## config.mk

```make
export PLATFORM = sky130hd
export DESIGN_NAME = utf8_to_utf32_decoder
export DESIGN_NICKNAME = d
export VERILOG_FILES = /design/src/hw/rtl/utf8d_pkg.sv /design/src/hw/rtl/utf8d_in_stage.sv /design/src/hw/rtl/utf8d_decode.sv /design/src/hw/rtl/utf8d_out_reg.sv /design/src/hw/rtl/utf8_to_utf32_decoder.sv
export SDC_FILE = /design/constraint.sdc
export NUM_CORES = 1
export LEC_CHECK = 0
export BUFFER_PORTS_ARGS = -buffer_cell sky130_fd_sc_hd__buf_4
export CAP_MARGIN = 20
export CORE_MARGIN = 4
export CORE_UTILIZATION = 40
export CTS_CLUSTER_DIAMETER = 200
export DETAILED_ROUTE_END_ITERATION = 16
export HOLD_SLACK_MARGIN = 0.15
export PLACE_DENSITY = 0.61
export RECOVER_POWER = 100
export SYNTH_ARGS = -nofsm -noshare
export SYNTH_HDL_FRONTEND = slang
export SYNTH_SLANG_ARGS = --single-unit
```

## constraint.sdc

```tcl
create_clock -name clock -period 7.3 [get_ports clock]
set_clock_uncertainty 0.15 [all_clocks]
set_input_delay 0.73 -clock clock [delete_from_list [all_inputs] [get_ports clock]]
set_output_delay 0.73 -clock clock [all_outputs]
set_load 0.02 [all_outputs]
```

## src/hw/rtl/utf8d_pkg.sv

```systemverilog
`default_nettype none

package utf8d_pkg;

   // Final status codes reported with the end of a string.
   localparam logic [1:0] STATUS_OK        = 2'd0;
   localparam logic [1:0] STATUS_ILLEGAL   = 2'd1;
   localparam logic [1:0] STATUS_TRUNCATED = 2'd2;
   localparam logic [1:0] STATUS_FULL      = 2'd3;

   // Byte classification limits.
   localparam logic [7:0] ASCII_TOP      = 8'h7F;
   localparam logic [7:0] LEAD_MIN       = 8'hC2;
   localparam logic [7:0] LEAD_MAX       = 8'hF4;
   localparam logic [7:0] LEAD3_MIN      = 8'hE0;
   localparam logic [7:0] LEAD4_MIN      = 8'hF0;
   localparam logic [7:0] CONT_LO        = 8'h80;
   localparam logic [7:0] CONT_HI        = 8'hBF;

   // Leads with a restricted second byte, and the limits that apply.
   localparam logic [7:0] LEAD_E0        = 8'hE0;
   localparam logic [7:0] LEAD_ED        = 8'hED;
   localparam logic [7:0] LEAD_F0        = 8'hF0;
   localparam logic [7:0] LEAD_F4        = 8'hF4;
   localparam logic [7:0] E0_SECOND_LO   = 8'hA0;
   localparam logic [7:0] ED_SECOND_HI   = 8'h9F;
   localparam logic [7:0] F0_SECOND_LO   = 8'h90;
   localparam logic [7:0] F4_SECOND_HI   = 8'h8F;

   localparam int unsigned CP_WIDTH    = 21;
   localparam int unsigned COUNT_OUT_W = 16;

   // One input word held in the input register.
   typedef struct packed {
      logic [7:0] data_byte;
      logic       last_byte;
   } req_word_type;

   // One result word.
   typedef struct packed {
      logic [CP_WIDTH-1:0]    code_point;
      logic                   has_char;
      logic                   end_of_string;
      logic [1:0]             status;
      logic [COUNT_OUT_W-1:0] char_count;
   } rsp_word_type;

   // Handshake between the decoder and the two registers around it.
   typedef struct packed {
      logic advance;
      logic push;
   } dec_ctrl_type;

endpackage

`default_nettype wire

```

## src/hw/rtl/utf8d_in_stage.sv

```systemverilog
`default_nettype none

module utf8d_in_stage (
   input  wire                         clock,
   input  wire                         reset,
   input  wire                         in_valid,
   output logic                        in_ready,
   input  utf8d_pkg::req_word_type     in_word,
   input  wire                         advance,
   output logic                        stage_valid,
   output utf8d_pkg::req_word_type     stage_word
);

   logic                    valid_ff;
   logic                    valid_in;
   utf8d_pkg::req_word_type word_ff;
   logic                    load;

   // A new word is taken when the register is empty or drains this cycle.
   assign in_ready = !valid_ff || advance;
   assign load     = in_valid && in_ready;

   always_comb begin
      valid_in = valid_ff;
      if (load) begin
         valid_in = 1'b1;
      end else if (advance) begin
         valid_in = 1'b0;
      end
   end

   always_ff @(posedge clock) begin
      if (reset) begin
         valid_ff <= 1'b0;
      end else begin
         valid_ff <= valid_in;
      end
   end

   always_ff @(posedge clock) begin
      if (load) begin
         word_ff <= in_word;
      end
   end

   assign stage_valid = valid_ff;
   assign stage_word  = word_ff;

endmodule

`default_nettype wire

```

## src/hw/rtl/utf8d_decode.sv

```systemverilog
`default_nettype none

module utf8d_decode #(
   parameter int unsigned COUNT_BITS = 16
) (
   input  wire                         clock,
   input  wire                         reset,
   input  wire                         csr_wr_en,
   input  wire  [15:0]                 csr_wr_data,
   input  wire                         stage_valid,
   input  utf8d_pkg::req_word_type     stage_word,
   input  wire                         out_ready,
   output utf8d_pkg::dec_ctrl_type     ctrl,
   output utf8d_pkg::rsp_word_type     result
);

   localparam int unsigned CMP_W = (COUNT_BITS > 16) ? COUNT_BITS : 16;
   localparam int unsigned CPW   = utf8d_pkg::CP_WIDTH;

   logic [15:0]           max_chars_ff;
   logic [1:0]            pending_ff,  pending_in;
   logic                  second_ff,   second_in;
   logic [7:0]            lead_ff,     lead_in;
   logic [CPW-1:0]        acc_ff,      acc_in;
   logic [1:0]            err_ff,      err_in;
   logic [COUNT_BITS-1:0] count_ff,    count_in;

   logic [7:0]            b;
   logic                  last;
   logic                  complete;
   logic                  has;
   logic                  emit;
   logic [CPW-1:0]        cp;
   logic [7:0]            lo;
   logic [7:0]            hi;
   logic                  full;
   logic [CMP_W-1:0]      count_ext;
   logic [CMP_W-1:0]      max_ext;
   logic [CMP_W-1:0]      count_out_ext;

   assign b    = stage_word.data_byte;
   assign last = stage_word.last_byte;

   // Capacity register.
   always_ff @(posedge clock) begin
      if (reset) begin
         max_chars_ff <= 16'hFFFF;
      end else if (csr_wr_en) begin
         max_chars_ff <= csr_wr_data;
      end
   end

   // The destination is full at max_chars or when the counter saturates.
   assign count_ext = CMP_W'(count_ff);
   assign max_ext   = CMP_W'(max_chars_ff);
   assign full      = (count_ext >= max_ext) || (&count_ff);

   // Allowed range of a continuation byte, narrowed right after some leads.
   always_comb begin
      lo = utf8d_pkg::CONT_LO;
      hi = utf8d_pkg::CONT_HI;
      if (second_ff) begin
         case (lead_ff)
            utf8d_pkg::LEAD_E0: lo = utf8d_pkg::E0_SECOND_LO;
            utf8d_pkg::LEAD_ED: hi = utf8d_pkg::ED_SECOND_HI;
            utf8d_pkg::LEAD_F0: lo = utf8d_pkg::F0_SECOND_LO;
            utf8d_pkg::LEAD_F4: hi = utf8d_pkg::F4_SECOND_HI;
            default: ;
         endcase
      end
   end

   // Decode one byte against the per-string state.
   always_comb begin
      pending_in = pending_ff;
      second_in  = second_ff;
      lead_in    = lead_ff;
      acc_in     = acc_ff;
      err_in     = err_ff;
      count_in   = count_ff;
      complete   = 1'b0;
      has        = 1'b0;
      cp         = '0;
      if (err_ff == utf8d_pkg::STATUS_OK) begin
         if (pending_ff == 2'd0) begin
            if (b <= utf8d_pkg::ASCII_TOP) begin
               cp       = CPW'(b);
               complete = 1'b1;
            end else if (b < utf8d_pkg::LEAD_MIN || b > utf8d_pkg::LEAD_MAX) begin
               err_in = utf8d_pkg::STATUS_ILLEGAL;
            end else if (b < utf8d_pkg::LEAD3_MIN) begin
               pending_in = 2'd1;
               acc_in     = CPW'(b[4:0]);
               lead_in    = b;
               second_in  = 1'b1;
            end else if (b < utf8d_pkg::LEAD4_MIN) begin
               pending_in = 2'd2;
               acc_in     = CPW'(b[3:0]);
               lead_in    = b;
               second_in  = 1'b1;
            end else begin
               pending_in = 2'd3;
               acc_in     = CPW'(b[2:0]);
               lead_in    = b;
               second_in  = 1'b1;
            end
         end else begin
            if (b < lo || b > hi) begin
               err_in     = utf8d_pkg::STATUS_ILLEGAL;
               pending_in = 2'd0;
               second_in  = 1'b0;
            end else begin
               acc_in     = {acc_ff[CPW-7:0], b[5:0]};
               pending_in = pending_ff - 2'd1;
               second_in  = 1'b0;
               if (pending_ff == 2'd1) begin
                  cp       = acc_in;
                  complete = 1'b1;
               end
            end
         end
         // A finished character is stored only while there is room.
         if (complete) begin
            if (full) begin
               err_in = utf8d_pkg::STATUS_FULL;
               cp     = '0;
            end else begin
               count_in = count_ff + COUNT_BITS'(1);
               has      = 1'b1;
            end
         end
         if (last && err_in == utf8d_pkg::STATUS_OK && pending_in != 2'd0) begin
            err_in     = utf8d_pkg::STATUS_TRUNCATED;
            pending_in = 2'd0;
         end
      end
   end

   // A word yields a result when it carries a character or ends the string.
   assign emit         = has || last;
   assign ctrl.advance = stage_valid && (!emit || out_ready);
   assign ctrl.push    = stage_valid && emit && out_ready;

   assign count_out_ext        = CMP_W'(count_in);
   assign result.code_point    = cp;
   assign result.has_char      = has;
   assign result.end_of_string = last;
   assign result.status        = last ? err_in : utf8d_pkg::STATUS_OK;
   assign result.char_count    = count_out_ext[15:0];

   // Per-string state; the last word of a string clears it.
   always_ff @(posedge clock) begin
      if (reset) begin
         pending_ff <= 2'd0;
         second_ff  <= 1'b0;
         lead_ff    <= '0;
         acc_ff     <= '0;
         err_ff     <= utf8d_pkg::STATUS_OK;
         count_ff   <= '0;
      end else if (ctrl.advance) begin
         if (last) begin
            pending_ff <= 2'd0;
            second_ff  <= 1'b0;
            lead_ff    <= '0;
            acc_ff     <= '0;
            err_ff     <= utf8d_pkg::STATUS_OK;
            count_ff   <= '0;
         end else begin
            pending_ff <= pending_in;
            second_ff  <= second_in;
            lead_ff    <= lead_in;
            acc_ff     <= acc_in;
            err_ff     <= err_in;
            count_ff   <= count_in;
         end
      end
   end

endmodule

`default_nettype wire

```

## src/hw/rtl/utf8d_out_reg.sv

```systemverilog
`default_nettype none

module utf8d_out_reg (
   input  wire                         clock,
   input  wire                         reset,
   input  wire                         push,
   input  utf8d_pkg::rsp_word_type     push_word,
   output logic                        can_accept,
   output logic                        out_valid,
   input  wire                         out_ready,
   output utf8d_pkg::rsp_word_type     out_word
);

   logic                    valid_ff;
   logic                    valid_in;
   utf8d_pkg::rsp_word_type word_ff;

   // Room for a new result when empty or when the held one leaves now.
   assign can_accept = !valid_ff || out_ready;

   always_comb begin
      valid_in = valid_ff;
      if (push) begin
         valid_in = 1'b1;
      end else if (out_ready) begin
         valid_in = 1'b0;
      end
   end

   always_ff @(posedge clock) begin
      if (reset) begin
         valid_ff <= 1'b0;
      end else begin
         valid_ff <= valid_in;
      end
   end

   always_ff @(posedge clock) begin
      if (push) begin
         word_ff <= push_word;
      end
   end

   assign out_valid = valid_ff;
   assign out_word  = word_ff;

endmodule

`default_nettype wire

```

## src/hw/rtl/utf8_to_utf32_decoder.sv

```systemverilog
// Channel   Direction  Width  Contents
// req       in         8+1    tdata: data_byte; tlast: last_byte
// rsp       out        40+3+1 tdata: code_point, char_count; tuser: has_char, status;
//                             tlast: end_of_string
// csr       in         16     max_chars, written when csr_wr_en is high
//
// One byte is accepted every clock unless a stall holds it. Each byte first waits in
// the input register, then the decode logic loads its result into the result register.
// Reset clears the decode state and sets max_chars to 65535.
// When rsp_tready is low, a held result stalls the byte behind it only if that byte
// also yields a result; bytes that yield none keep flowing.
`default_nettype none

module utf8_to_utf32_decoder #(
   parameter int unsigned COUNT_BITS = 16
) (
   input  wire         clock,
   input  wire         reset,
   // Byte stream.
   input  wire         req_tvalid,
   output logic        req_tready,
   input  wire  [7:0]  req_tdata,  // [7:0] data_byte
   input  wire         req_tlast,  // last_byte
   // Code point stream.
   output logic        rsp_tvalid,
   input  wire         rsp_tready,
   output logic [39:0] rsp_tdata,  // [20:0] code_point, [36:21] char_count, [39:37] zero
   output logic [2:0]  rsp_tuser,  // [0] has_char, [2:1] status
   output logic        rsp_tlast,  // end_of_string
   // Capacity register.
   input  wire         csr_wr_en,
   input  wire  [15:0] csr_wr_data
);

   utf8d_pkg::req_word_type in_word;
   utf8d_pkg::req_word_type stage_word;
   utf8d_pkg::rsp_word_type dec_word;
   utf8d_pkg::rsp_word_type out_word;
   utf8d_pkg::dec_ctrl_type ctrl;
   logic                    stage_valid;
   logic                    out_can_accept;

   assign in_word.data_byte = req_tdata;
   assign in_word.last_byte = req_tlast;

   // Input register.
   utf8d_in_stage u_in_stage (
      .clock       (clock),
      .reset       (reset),
      .in_valid    (req_tvalid),
      .in_ready    (req_tready),
      .in_word     (in_word),
      .advance     (ctrl.advance),
      .stage_valid (stage_valid),
      .stage_word  (stage_word)
   );

   // Validation and code point assembly.
   utf8d_decode #(
      .COUNT_BITS (COUNT_BITS)
   ) u_decode (
      .clock       (clock),
      .reset       (reset),
      .csr_wr_en   (csr_wr_en),
      .csr_wr_data (csr_wr_data),
      .stage_valid (stage_valid),
      .stage_word  (stage_word),
      .out_ready   (out_can_accept),
      .ctrl        (ctrl),
      .result      (dec_word)
   );

   // Result register.
   utf8d_out_reg u_out_reg (
      .clock      (clock),
      .reset      (reset),
      .push       (ctrl.push),
      .push_word  (dec_word),
      .can_accept (out_can_accept),
      .out_valid  (rsp_tvalid),
      .out_ready  (rsp_tready),
      .out_word   (out_word)
   );

   assign rsp_tdata = {3'b000, out_word.char_count, out_word.code_point};
   assign rsp_tuser = {out_word.status, out_word.has_char};
   assign rsp_tlast = out_word.end_of_string;

endmodule

`default_nettype wire

```

==> impl_table.tex <==
\begin{tabular}{lr}
\hline
Metric & Value \\
\hline
\multicolumn{2}{l}{\textbf{Setup path}} \\
\quad Reg2Reg Launch Point & u\_decode.lead\_ff[1] \\
\quad Critical Path Start Type & flip-flop \\
\quad Worst Path Max Fanout & 20 \\
\quad Required time of the critical path & 6.42 ns \\
\quad Number of cells on the worst reg-to-reg path & 12 \\
\quad CP endpoint kind & output port \\
\quad Arr. time, crit path & 4.51 ns \\
\quad Setup slack of the most critical reg-to-reg path & 2.10 ns \\
\quad Capturing point of the worst reg2reg path & u\_out\_reg.out\_word[25] \\
\quad Critical path type & flip-flop to output port \\
\multicolumn{2}{l}{\textbf{Yosys}} \\
\quad Post-synth EDFFs & 50 \\
\quad Area of the mapped netlist & 5394 um\^{}2 \\
\quad Synthesized instance count & 530 \\
\quad Total of flip-flops plus latches after synthesis & 112 \\
\quad Mean cell area of the mapped netlist & 10.18 um\^{}2 \\
\quad Post-synth cell types & 64 \\
\quad Leading register cell type out of synthesis & sky130\_fd\_sc\_hd\_\_dfxtp\_1 \\
\quad Total of warnings raised by yosys & 0 \\
\quad Async set-or-reset flop fraction in the synthesized netlist & 0\% \\
\quad Seq/Total Area, Yosys & 50.85\% \\
\multicolumn{2}{l}{\textbf{Layout}} \\
\quad Total of fill cells in the finished design & 1308 \\
\quad Layout cells sized above 1 & 8.863\% \\
\quad Sequential cell area & 2743 um\^{}2 \\
\quad Area used by multi-input combinational logic & 2380 um\^{}2 \\
\quad Syn-to-layout area delta & 13.87\% \\
\quad Post-layout nets & 645 \\
\quad Count of antenna diodes in the layout & 0 \\
\multicolumn{2}{l}{\textbf{CTS}} \\
\quad Clock tree root buffer cell & sky130\_fd\_sc\_hd\_\_clkbuf\_16 \\
\quad Max Root-Sink Buffers & 2 \\
\quad Inserted Clock Buffers & 9 \\
\quad Count of H-tree levels built during CTS & 3 \\
\quad Clock Latency Late Sink & 0.36 ns \\
\quad Setup repair bufs after CTS & 0 \\
\quad Number of clock sinks & 112 \\
\quad TritonCTS clock tree & done \\
\quad Clock input transition at the sequential cells of the worst setup and hold paths & 0.07 ns \\
\quad Post-CTS resize count & 0 \\
\quad \# hold bufs at CTS & 0 \\
\multicolumn{2}{l}{\textbf{Hold path}} \\
\quad Path type of the worst min-delay path & flip-flop to flip-flop \\
\quad Worst hold path stage count & 2 \\
\quad HP Start & u\_decode.acc\_ff[11] \\
\quad Destination of the worst hold path & u\_decode.acc\_ff[11] \\
\multicolumn{2}{l}{\textbf{Place}} \\
\quad Worst setup slack before clock tree synthesis & 2.709 ns \\
\quad Final weighted congestion in routability-driven placement & 0.9041 \\
\quad Count of buffers inserted at the top-level ports & 72 \\
\quad HPWL after DPL & 8.802 mm \\
\multicolumn{2}{l}{\textbf{Global routing}} \\
\quad First-pass GRT wire length & 19.69 mm \\
\quad Initial antenna violation count & 0 \\
\quad Final global-route overflow total & 0 \\
\quad Total global-route track usage & 16.45\% \\
\quad Via count of the first global-routing pass & 3953 \\
\quad Largest net degree at the start of global routing & 42 \\
\multicolumn{2}{l}{\textbf{Outcome}} \\
\quad Outcome & finished, violations left \\
\quad Failing checks & max-capacitance violations, max-slew violations \\
\multicolumn{2}{l}{\textbf{Routing}} \\
\quad DR pass1 iterations & 4 \\
\quad DRC violations left & 0 \\
\quad Via total after detailed routing & 4211 \\
\quad WL final & 12.25 mm \\
\quad Post-route ant nets & 0 \\
\quad Detailed-route vias per instance & 5.441 \\
\quad Number of DRC markers after the initial detailed-route iteration & 341 \\
\quad Post-DR wirelength/cell & 15.83 um \\
\multicolumn{2}{l}{\textbf{Timing}} \\
\quad Setup TNS Final & 0 ns \\
\quad Number of failing setup endpoints in the final timing report & 0 \\
\quad Hold Worst Slack & 0.3053 ns \\
\quad Max transition margin & -57.26\% \\
\quad Post-layout worst setup margin & 1.912 ns \\
\quad Timing-limited maximum frequency & 185.6 MHz \\
\quad Transition at the pin with the smallest max-transition slack & 2.299 ns \\
\quad Setup repair after global routing missed its margin & false \\
\quad Period minus WS final & 5.388 ns \\
\quad Fin. Hold Viols & 0 \\
\quad Max-slew violation count & 9 \\
\quad Share of the clock period used by the worst path & 73.81\% \\
\multicolumn{2}{l}{\textbf{Floorplan}} \\
\quad Number of placed I/O pins & 76 \\
\quad Number of rows in the core area & 42 \\
\quad DIE WIDTH & 124.1 um \\
\quad Initial standard-cell utilization of the core & 40.73\% \\
\quad Floorplan Core Area & 13240 um\^{}2 \\
\quad Die height & 124.1 um \\
\quad Total die area & 15410 um\^{}2 \\
\multicolumn{2}{l}{\textbf{Pwr}} \\
\quad Static leakage power & 2.540 nW \\
\quad VDD IR-drop max & 107.3 uV \\
\quad Power per cell area & 207.3 nW/um\^{}2 \\
\multicolumn{2}{l}{\textbf{Job}} \\
\quad Max\_cap viols & 1 \\
\hline
\end{tabular}
## per-stage QoR
stage                     instances  area [um^2]  total power [mW]  utilization, %
after CTS                       773         6337             1.294           47.86
final                           774         6142             1.273           46.38
after global routing            774         6142             1.321           46.38
after floorplan                 532         5401            0.7771               -
after detailed placement        757         6057            0.8207           45.74
after global placement          757         6057            0.8175           45.74
## critical path: stages (launching register included)
cell and delay [ns]:
sky130_fd_sc_hd__dfxtp_1 0.31, sky130_fd_sc_hd__and4b_1 0.27, sky130_fd_sc_hd__nand3_1 0.11, sky130_fd_sc_hd__a21oi_1 0.16
sky130_fd_sc_hd__ha_1 0.27, sky130_fd_sc_hd__a21oi_1 0.14, sky130_fd_sc_hd__a31oi_1 0.08, sky130_fd_sc_hd__o41ai_1 0.92
sky130_fd_sc_hd__nand3_1 0.43, sky130_fd_sc_hd__inv_1 0.60, sky130_fd_sc_hd__o21ai_0 0.32, sky130_fd_sc_hd__or2_2 0.35
sky130_fd_sc_hd__clkbuf_1 0.18
## registers in the layout, indices dropped and copies added, names as in the netlist
name                    cells
u_decode.acc_ff            15
u_decode.count_ext         16
u_decode.err_ff             2
u_decode.lead_ff            8
u_decode.max_chars_ff      16
u_decode.pending_ff         2
u_decode.second_ff          1
u_in_stage.stage_valid      1
u_in_stage.stage_word       9
u_out_reg.out_valid         1
u_out_reg.out_word         41
## cells in the final DEF, fill, tap and decap left out, types with 3 or more instances in the layout
cell type / netlist / final
sky130_fd_sc_hd__nor2b_1: 3 / 3
sky130_fd_sc_hd__a31oi_1: 11 / 11
sky130_fd_sc_hd__o31ai_1: 5 / 5
sky130_fd_sc_hd__and2_0: 0 / 12
sky130_fd_sc_hd__o41ai_1: 3 / 4
sky130_fd_sc_hd__clkbuf_16: 0 / 9
sky130_fd_sc_hd__clkbuf_4: 0 / 9
sky130_fd_sc_hd__a21oi_1: 18 / 18
sky130_fd_sc_hd__clkbuf_1: 15 / 45
sky130_fd_sc_hd__nor4_1: 4 / 4
sky130_fd_sc_hd__and3_1: 7 / 7
sky130_fd_sc_hd__ha_1: 22 / 22
sky130_fd_sc_hd__xor2_1: 6 / 6
sky130_fd_sc_hd__buf_4: 5 / 20
sky130_fd_sc_hd__a22o_1: 12 / 12
sky130_fd_sc_hd__nor2_1: 32 / 32
sky130_fd_sc_hd__and4_1: 3 / 3
sky130_fd_sc_hd__or3_1: 3 / 3
sky130_fd_sc_hd__nand2_1: 73 / 73
sky130_fd_sc_hd__mux2i_1: 16 / 16
sky130_fd_sc_hd__o211ai_1: 17 / 17
sky130_fd_sc_hd__nand3_1: 12 / 12
sky130_fd_sc_hd__and2_1: 18 / 6
sky130_fd_sc_hd__xnor2_1: 8 / 8
sky130_fd_sc_hd__a21o_1: 5 / 5
sky130_fd_sc_hd__nor3_1: 9 / 10
sky130_fd_sc_hd__o31a_1: 3 / 3
sky130_fd_sc_hd__dfxtp_1: 62 / 62
sky130_fd_sc_hd__o21ai_0: 14 / 15
sky130_fd_sc_hd__conb_1: 1 / 3
sky130_fd_sc_hd__a221o_1: 3 / 3
sky130_fd_sc_hd__o21a_1: 6 / 6
sky130_fd_sc_hd__inv_1: 31 / 31
sky130_fd_sc_hd__nand4_1: 8 / 8
sky130_fd_sc_hd__edfxtp_1: 50 / 50
sky130_fd_sc_hd__nand2b_1: 7 / 7
## cell families after synthesis
logic type | count (synthesis) | synth area share (%)
AO/OA/AOI/OAI | 119 | 16.93
flip-flops | 112 | 50.85
multiplexers | 17 | 3.178
AND/OR/NAND/NOR | 190 | 17.21
adder cells (fa/ha/maj) | 22 | 5.103
buffers and inverters | 55 | 4.384
other | 1 | 0.06952
XOR/XNOR | 14 | 2.273
## how the worst max path moves through the flow
stage,start,endpoint,slack (ns),cells after the start
floorplan,u_decode.lead_ff[1],u_out_reg.out_word[0],2.61,12
global placement,u_decode.count_ext[13],u_out_reg.out_word[25],2.95,9
detailed placement,u_decode.lead_ff[1],u_out_reg.out_word[26],2.71,11
CTS,u_decode.lead_ff[1],req_tready,2.47,12
global route,u_decode.lead_ff[1],req_tready,1.50,12
finish,u_decode.lead_ff[1],req_tready,1.91,12
## synthesized netlist by cell type, drive strengths merged, types with 2 or more instances
library cell	count	share of area [%]
nor4	4	0.46
a21oi	18	1.7
o21ai	16	1.7
and3	7	0.81
clkbuf	15	1.0
nor3	10	1.0
nand2b	7	0.81
buf	9	1.2
nand2	73	5.1
o21a	6	0.84
a21o	5	0.70
a31o	2	0.32
dfxtp	62	23
a31oi	11	1.3
nor2	32	2.2
ha	22	5.1
inv	31	2.2
o31ai	6	0.93
and4	3	0.49
a2111oi	2	0.79
a2111o	2	0.42
or3	3	0.35
and2	18	2.1
o41ai	4	1.0
nand4	8	0.93
o211ai	17	2.4
a211oi	2	0.28
xnor2	8	1.3
or2	3	0.35
nor2b	3	0.35
nand3	12	1.1
edfxtp	50	28
or4	2	0.35
mux2i	16	3.0
xor2	6	0.97
a221o	3	0.56
o31a	3	0.49
a22o	12	1.9
nand4b	2	0.32
## power breakdown
part | switching (mW) | total [mW] | internal (mW) | leakage, nW
clock | 0.238 | 0.475 | 0.237 | 0.133
combinational | 0.0713 | 0.110 | 0.0389 | 1.41
sequential | 0.0131 | 0.688 | 0.675 | 0.998
total | 0.322 | 1.27 | 0.951 | 2.54
## layer usage
layer / vias up / GRT usage (%) / wire length, um
li1: 2058 / - / -
met1: 1978 / 22.78 / 5715
met2: 156 / 24.70 / 5465
met3: 19 / 4.042 / 818
met4: 0 / 6.639 / 255
met5: - / 0 / 0
## cell type report
cell class                      instances  share of cell area [%]
Multi-Input combinational cell        365                   38.75
Timing Repair Buffer                   74                   6.559
Inverter                               31                   1.894
Sequential cell                       112                   44.65
Clock buffer                           10                   3.728
Tap cell                              176                   3.585
Clock inverter                          6                  0.8352
Power figures use the tool's default switching activity.
